`config.mk`:
```
export PLATFORM = sky130hd
export DESIGN_NAME = rotary_encoder_and_button_events_core
export DESIGN_NICKNAME = d
export VERILOG_FILES = /design/src/design/reb_pkg.sv /design/src/design/rotary_encoder_and_button_events_core.sv
export SDC_FILE = /design/constraint.sdc
export NUM_CORES = 1
export LEC_CHECK = 0
export ABC_CLOCK_PERIOD_IN_PS = 13440
export BUFFER_PORTS_ARGS = -buffer_cell sky130_fd_sc_hd__buf_2
export CAP_MARGIN = 15
export CORE_MARGIN = 2
export CORE_UTILIZATION = 60
export CTS_CLUSTER_DIAMETER = 150
export DETAILED_ROUTE_END_ITERATION = 7
export GPL_TIMING_DRIVEN = 0
export PLACE_DENSITY = 0.78
export SLEW_MARGIN = 20
export SYNTH_ARGS = -nofsm -noshare
export SYNTH_HDL_FRONTEND = slang
export SYNTH_SLANG_ARGS = --single-unit
```
`constraint.sdc`:
```
create_clock -name clk -period 13.44 [get_ports clk]
set_clock_uncertainty 0.2 [all_clocks]
set_input_delay 0.672 -clock clk [delete_from_list [all_inputs] [get_ports clk]]
set_output_delay 0.672 -clock clk [all_outputs]
set_load 0.005 [all_outputs]
```
`src/design/reb_pkg.sv`:
```
// Shared types, event codes and the quadrature transition decode.
package reb_pkg;

  typedef enum logic [2:0] {
    EV_CW     = 3'd0,
    EV_CCW    = 3'd1,
    EV_SINGLE = 3'd2,
    EV_DOUBLE = 3'd3,
    EV_LONG   = 3'd4
  } event_kind_t;

  typedef enum logic [2:0] {
    REG_DEBOUNCE     = 3'd0,
    REG_FAST_TURN    = 3'd1,
    REG_LONG_PRESS   = 3'd2,
    REG_DOUBLE_CLICK = 3'd3,
    REG_SWITCH       = 3'd4
  } reg_index_t;

  typedef enum logic [1:0] {
    DIR_NONE = 2'd0,
    DIR_CW   = 2'd1,
    DIR_CCW  = 2'd2
  } turn_dir_t;

  localparam logic [1:0] AB_RESET     = 2'b11;
  localparam logic [1:0] STEP_SINGLE  = 2'd1;
  localparam logic [1:0] STEP_DOUBLE  = 2'd2;
  localparam logic [1:0] STEP_NONE    = 2'd0;
  localparam logic [7:0] TALLY_MAX    = 8'd255;

  // Gray-code transition decode; index is {old_ab, new_ab}.
  function automatic turn_dir_t turn_dir(input logic [3:0] idx);
    turn_dir_t dir;
    case (idx)
      4'b0001, 4'b0111, 4'b1110, 4'b1000: dir = DIR_CW;
      4'b0010, 4'b0100, 4'b1101, 4'b1011: dir = DIR_CCW;
      default:                            dir = DIR_NONE;
    endcase
    return dir;
  endfunction

endpackage

```
`src/design/rotary_encoder_and_button_events_core.sv`:
```
// Rotary encoder and push button event decoder, one poll sample per item.
//
//  channel | direction | handshake             | content
//  s_axis  | in        | s_tvalid / s_tready   | one poll sample
//  m_axis  | out       | m_tvalid / m_tready   | zero or one event per sample
//  cfg     | in        | cfg_valid / cfg_ready | register index and value
//
// One sample is taken per cycle while s_tready is high; the decode is a single
// combinational pass from the accepted sample and the held state into the
// result register, read out in the following cycle. Samples that yield no event
// leave nothing on the output. rst is synchronous and restores register
// defaults and decoder state. A stalled output blocks new samples only while
// the result register is full and not being taken; cfg_ready is always high.
module rotary_encoder_and_button_events_core (
  input  logic        clk,
  input  logic        rst,
  input  logic        s_tvalid,
  output logic        s_tready,
  input  logic [39:0] s_tdata,   // [0] pin_a, [1] pin_b, [2] key_down, [34:3] now_ms
  output logic        m_tvalid,
  input  logic        m_tready,
  output logic [2:0]  m_tuser,   // [2:0] event_kind
  output logic [7:0]  m_tdata,   // [1:0] step_size
  input  logic        cfg_valid,
  output logic        cfg_ready,
  input  logic [2:0]  cfg_index,
  input  logic [15:0] cfg_data
);

  // configuration
  logic [15:0] settle_ms;
  logic [15:0] quick_ms;
  logic [15:0] hold_ms;
  logic [15:0] click_gap_ms;
  logic        switch_present;

  // decoder state
  logic [1:0]  previous_ab;
  logic [31:0] last_move_time;
  logic        button_held;
  logic [31:0] press_start_time;
  logic [31:0] release_time;
  logic [7:0]  click_tally;

  logic [1:0]  previous_ab_next;
  logic [31:0] last_move_time_next;
  logic        button_held_next;
  logic [31:0] press_start_time_next;
  logic [31:0] release_time_next;
  logic [7:0]  click_tally_next;

  logic        pin_a, pin_b, key_down;
  logic [31:0] now_ms;
  logic [1:0]  ab;
  logic        accept;
  reb_pkg::turn_dir_t dir;
  logic [31:0] move_gap, hold_gap, quiet_gap, press_base, release_base;
  logic [7:0]  tally_mid;
  logic        has_result;
  reb_pkg::event_kind_t kind;
  logic [1:0]  step;

  assign pin_a    = s_tdata[0];
  assign pin_b    = s_tdata[1];
  assign key_down = s_tdata[2];
  assign now_ms   = s_tdata[34:3];
  assign ab       = {pin_a, pin_b};

  assign s_tready  = !m_tvalid || m_tready;
  assign cfg_ready = 1'b1;
  assign accept    = s_tvalid && s_tready;

  assign dir      = reb_pkg::turn_dir({previous_ab, ab});
  assign move_gap = now_ms - last_move_time;

  always_comb begin
    previous_ab_next      = ab;
    last_move_time_next   = last_move_time;
    button_held_next      = button_held;
    press_start_time_next = press_start_time;
    release_time_next     = release_time;
    click_tally_next      = click_tally;
    has_result            = 1'b0;
    kind                  = reb_pkg::EV_CW;
    step                  = reb_pkg::STEP_NONE;
    press_base            = (key_down && !button_held) ? now_ms : press_start_time;
    hold_gap              = now_ms - press_base;
    release_base          = (!key_down && button_held) ? now_ms : release_time;
    quiet_gap             = now_ms - release_base;
    tally_mid             = click_tally;
    if (!key_down && button_held && click_tally != reb_pkg::TALLY_MAX) begin
      tally_mid = click_tally + 8'd1;
    end

    if (ab != previous_ab && dir != reb_pkg::DIR_NONE &&
        move_gap >= {16'd0, settle_ms}) begin
      has_result          = 1'b1;
      kind                = (dir == reb_pkg::DIR_CW) ? reb_pkg::EV_CW : reb_pkg::EV_CCW;
      step                = (move_gap < {16'd0, quick_ms}) ?
                            reb_pkg::STEP_DOUBLE : reb_pkg::STEP_SINGLE;
      last_move_time_next = now_ms;
    end else if (switch_present) begin
      press_start_time_next = press_base;
      if (key_down) begin
        button_held_next = 1'b1;
        if (hold_gap >= {16'd0, hold_ms}) begin
          // long press re-arms on the next held sample
          button_held_next = 1'b0;
          click_tally_next = 8'd0;
          has_result       = 1'b1;
          kind             = reb_pkg::EV_LONG;
        end
      end
      if (!(key_down && hold_gap >= {16'd0, hold_ms})) begin
        if (!key_down) begin
          button_held_next = 1'b0;
        end
        release_time_next = release_base;
        click_tally_next  = tally_mid;
        if (tally_mid != 8'd0 && quiet_gap > {16'd0, click_gap_ms}) begin
          has_result       = 1'b1;
          kind             = (tally_mid == 8'd1) ? reb_pkg::EV_SINGLE : reb_pkg::EV_DOUBLE;
          click_tally_next = 8'd0;
        end
      end
    end
  end

  always_ff @(posedge clk) begin
    if (rst) begin
      settle_ms        <= 16'd2;
      quick_ms         <= 16'd60;
      hold_ms          <= 16'd800;
      click_gap_ms     <= 16'd300;
      switch_present   <= 1'b1;
      previous_ab      <= reb_pkg::AB_RESET;
      last_move_time   <= 32'd0;
      button_held      <= 1'b0;
      press_start_time <= 32'd0;
      release_time     <= 32'd0;
      click_tally      <= 8'd0;
      m_tvalid         <= 1'b0;
    end else begin
      if (cfg_valid) begin
        case (cfg_index)
          reb_pkg::REG_DEBOUNCE:     settle_ms      <= cfg_data;
          reb_pkg::REG_FAST_TURN:    quick_ms       <= cfg_data;
          reb_pkg::REG_LONG_PRESS:   hold_ms        <= cfg_data;
          reb_pkg::REG_DOUBLE_CLICK: click_gap_ms   <= cfg_data;
          reb_pkg::REG_SWITCH:       switch_present <= cfg_data[0];
          default: ;
        endcase
      end
      if (accept) begin
        previous_ab      <= previous_ab_next;
        last_move_time   <= last_move_time_next;
        button_held      <= button_held_next;
        press_start_time <= press_start_time_next;
        release_time     <= release_time_next;
        click_tally      <= click_tally_next;
        m_tvalid         <= has_result;
      end else if (m_tready) begin
        m_tvalid <= 1'b0;
      end
    end
  end

  // result payload needs no reset
  always_ff @(posedge clk) begin
    if (accept && has_result) begin
      m_tuser <= kind;
      m_tdata <= {6'd0, step};
    end
  end

  a_step_matches_kind: assert property (@(posedge clk) disable iff (rst)
    m_tvalid |-> ((m_tuser == reb_pkg::EV_CW || m_tuser == reb_pkg::EV_CCW)
                  == (m_tdata[1:0] != reb_pkg::STEP_NONE)))
    else $error("step size does not match event kind");

  a_long_clears: assert property (@(posedge clk) disable iff (rst)
    (accept && has_result && kind == reb_pkg::EV_LONG) |=>
      (click_tally == 8'd0 && !button_held))
    else $error("long press left button state armed");

  a_result_shown: assert property (@(posedge clk) disable iff (rst)
    (accept && has_result) |=> m_tvalid)
    else $error("event lost");

  a_switch_absent: assert property (@(posedge clk) disable iff (rst)
    (accept && !switch_present) |=>
      ($stable(button_held) && $stable(click_tally) && $stable(release_time)))
    else $error("button state changed with switch absent");

endmodule

```
==> Implementation_results.wiki <==
{| class="wikitable"
! Metric !! Value
|-
| Fill cell count || 2310
|-
| Upper clock frequency limit || roughly 120 MHz
|-
| Power density over the cells || roughly 100 mW/mm^2
|-
| First-pass GRT wire length || 78.27 mm
|-
| Fin nets || 2398
|-
| Transition time at the pin with the least slew margin || roughly 0.96 ns
|-
| Adder and majority cell fraction of the synthesized area || 11.56%
|-
| Clock latency reported for the late side of the worst-skew pair || 0.46 ns
|-
| Worst rel slew slack || 36.04%
|-
| Share of layout cells above drive strength 1 || roughly a tenth
|-
| Share of total power in the clock network || a little under a third
|-
| Initial DRC Count || 1431
|-
| Total number of placement rows || 59
|-
| Largest driver fanout on the critical path || 10
|-
| Yosys warning count || 0
|-
| Part of the total power dissipated in combinational logic || 36.9%
|-
| Number of max-slew violations in the final report || 0
|-
| Antenna violations before repair || 0
|-
| Hold buffer count at CTS || 0
|-
| Area of the die || around 0.028 sq mm
|-
| Mapped Area || 0.01579 sq mm
|-
| Number of cells on the worst hold path || 2
|-
| Overall die width || 166.2 microns
|-
| Worst setup EP type || flop
|-
| Period utilisation layout || 60.32%
|-
| Clock sink count || 178
|-
| Number of gates given a new drive strength after cts || 0
|-
| Terminating pin of the worst hold path || quick_ms[8]
|-
| H-tree depth || 4
|-
| Number of iterations in the first detailed-routing pass || 7
|-
| #FFs+latches synth || between 150 and 200
|-
| Synthesized netlist cell count || 2108
|-
| Cell-internal power || between 1 and 1.5 mW
|-
| Peak VDD IR || 0.07001 mV
|-
| XOR/XNOR share of the synthesized area || between 4 and 5%
|-
| Synth Area in Simple Gates || between 20% and 30%
|-
| Total power draw || 1.777 mW
|-
| Root buffer selected by CTS || clkbuf_16
|-
| Worst R2R Path Depth || 26
|-
| # Post-CTS Setup Buffers || 0
|-
| Layout overhead on the synthesized area || 8.924%
|-
| Dominant combinational cell family by area after synthesis || compound AO/OA/AOI/OAI gates
|-
| Synth cell count leaders || nand2_1 (227), a21oi_1 (198), nor2_1 (193)
|-
| Number of global-route vias before repair || about 15000
|-
| R2R Path Start || button_held
|-
| Maximum number of pins on one net before global-route repair || 22
|-
| Setup-failing EPs final || 0
|-
| Leading cell types by total area after synthesis || dfxtp_1 (22%), ha_1 (11%), a21oi_1 (6.3%)
|-
| Net switching fraction of the power || between 30% and 40%
|-
| Path category of the worst min-delay check || reg -> reg
|-
| Worst Setup Path Type || in -> reg
|-
| Critical path startpoint category || input port
|-
| Status || completed
|-
| Synth area leader || dfxtp_1
|-
| Count of endpoints failing hold in the final timing report || 0
|-
| Share of flip-flops with an asynchronous set or reset || 0%
|-
| Most frequently used cell type in the post-synthesis netlist || nand2_1
|-
| Post-synth cell types || 95
|-
| Mean post-synth cell area || 7.489 sq um
|-
| Via Count || 15935
|-
| Std-Cell Core Area || 0.02591 sq mm
|-
| Mux contribution to synthesized area || 7.038%
|-
| Setup slack of the critical path after layout || 5.333 ns
|-
| Routed wirelength normalized by instance count || 19.68 microns
|-
| Die Y-Extent || 166.2 microns
|-
| Min cycle time layout || roughly 8 ns
|-
| EDFF count, synth || 5
|-
| Worst Path Required || 13.37 ns
|-
| Initial core utilization || 60.93%
|-
| Post-Route Setup TNS || 0 ns
|-
| DRC viols || 0
|-
| Top cell type's share of synthesized area || 21.94%
|-
| Number of maximum-capacitance violations || 0
|-
| Critical R2R Capture || m_tdata[0]
|-
| Port bufs || 64
|-
| Routed Wire Length || 50.07 mm
|-
| Final RePlAce weighted congestion || 0.9751
|-
| Detailed-route vias per instance || 6.264
|-
| Total congestion overflow after global routing || 0
|-
| Clock-pin slew reported for the worst setup and hold paths after clock tree synthesis || 0.09 ns
|-
| Count of inserted antenna diode cells || 0
|-
| Slack of the worst reg-to-reg path || 5.36 ns
|-
| Buffer depth of the longest clock path || 2
|-
| Unrepaired setup endpoints after global routing || false
|-
| Data arrival, critical path || ~8 ns
|-
| Worst Min Path Start || quick_ms[8]
|-
| Sequential cell fraction of total power || around 32%
|-
| TritonCTS clock tree || yes
|-
| Post-place setup slack || approximately 5.2 ns
|-
| Total net switching power || 0.6918 mW
|-
| Static leakage power || 6.851 nW
|-
| TritonCTS Buffers || 17
|-
| I/O pin cnt || 78
|-
| Final core utilization || ~66%
|-
| Share of the synthesized area in compound gates (AO/OA/AOI/OAI) || between 20% and 30%
|-
| Share of the yosys chip area belonging to registers || 22.89%
|-
| Remaining antenna violation count || 0
|-
| Most used DFF post-synth || dfxtp_1
|-
| Placed wire-length estimate || 39.78 mm
|-
| GR Util All Layers || a little over a third
|}
## cells in the final DEF (no fill, tap or decap), types with 17 or more instances in the layout
master,instances
clkbuf_16,17
o21a_1,27
nand3_1,51
a31oi_1,18
nand2b_1,42
ha_1,137
buf_2,95
dfxtp_1,173
a21o_1,44
o211ai_1,36
xnor2_1,55
clkbuf_1,73
inv_1,151
nor2_1,193
nor3_1,36
o21ai_0,73
a21oi_1,198
and3_1,17
nand2_1,227
xor2_1,30
a211oi_1,34
nor2b_1,39
nand4_1,37
mux2_4,19
nor2_2,19
mux2i_1,78
## how the worst max path moves through the flow
stage	from	to	slack (ns)
2_1_floorplan	s_tdata[2]	m_tdata[0]	7.42
3_3_place_gp	s_tdata[2]	m_tuser[0]	5.09
3_5_place_dp	s_tdata[2]	m_tuser[1]	5.18
4_1_cts	button_held	m_tdata[0]	5.49
5_1_grt	s_tdata[2]	m_tdata[0]	5.12
6_report	s_tdata[2]	m_tdata[0]	5.33
## sequential cells by signal, indices dropped and copies added, names as in the netlist
name and cells:
button_held 1, click_gap_ms 16, click_tally 8, hold_ms 16, last_move_time 32, m_tdata 2, m_tuser 3, m_tvalid 1
press_start_time 32, previous_ab 2, quick_ms 16, release_time 32, settle_ms 16, switch_present 1
## per-stage QoR
stage                     instance area [sq um]  std cells  hold slack, ns
after floorplan                           15810       2113          0.2336
after global placement                    16540       2512          0.2439
after detailed placement                  16540       2512          0.2472
after CTS                                 17200       2544          0.2587
after global routing                      17200       2544          0.2774
final                                     17200       2544          0.2581
## cells by family after synthesis
group	Yosys count
compound gates	570
simple gates	747
xor+xnor	85
mux	101
other cells	2
fa+ha+maj	147
buf+inv	278
flops	178
## power by group through the flow
stage                     clock network [mW]  logic (mW)  registers, mW
final                                  0.549       0.656          0.572
after global routing                   0.575       0.717          0.575
after CTS                              0.550       0.644          0.572
after detailed placement                   0       0.638          0.584
after global placement                     0       0.623          0.582
after floorplan                            0       0.465          0.580
## per-layer routing
layer	routed length [microns]	part of all wire (%)	global-route usage (%)
met4	1460	2.9	12.29
met2	23610	47	60.65
met3	3975	7.9	6.697
met1	21030	42	44.40
met5	0	0	0
## cell type report
type                    count  area (sq um)  share of cell area [%]
inverters                 152         570.5                   3.318
clock inverters            15         225.2                   1.310
plain buffers             126         569.3                   3.311
repair buffers             64         320.3                   1.863
flip-flops and latches    178          3613                   21.01
well taps                 335         419.2                   2.438
multi-input cells        1657         11050                   64.27
clock buffers              17         425.4                   2.474
## critical path: stages
cell       delay [ns]
buf_2            0.19
nand2b_1         0.13
clkbuf_1         0.34
buf_2            0.29
clkbuf_1         0.40
o21ai_0          0.20
ha_1             0.26
nand3b_1         0.13
o21ai_0          0.14
or2_2            0.34
o31ai_1          0.52
a21oi_1          0.21
o21ai_0          0.27
xor2_1           0.33
ha_1             0.19
nand3_1          0.12
o41ai_1          0.76
o2111ai_1        0.20
or4_1            0.50
nor4_1           0.24
nand4_1          0.13
nor4_1           0.28
a41oi_1          0.35
buf_2            0.32
o21ai_0          0.21
a21oi_1          0.28
Note: power is estimated with default switching activity, not from simulation.
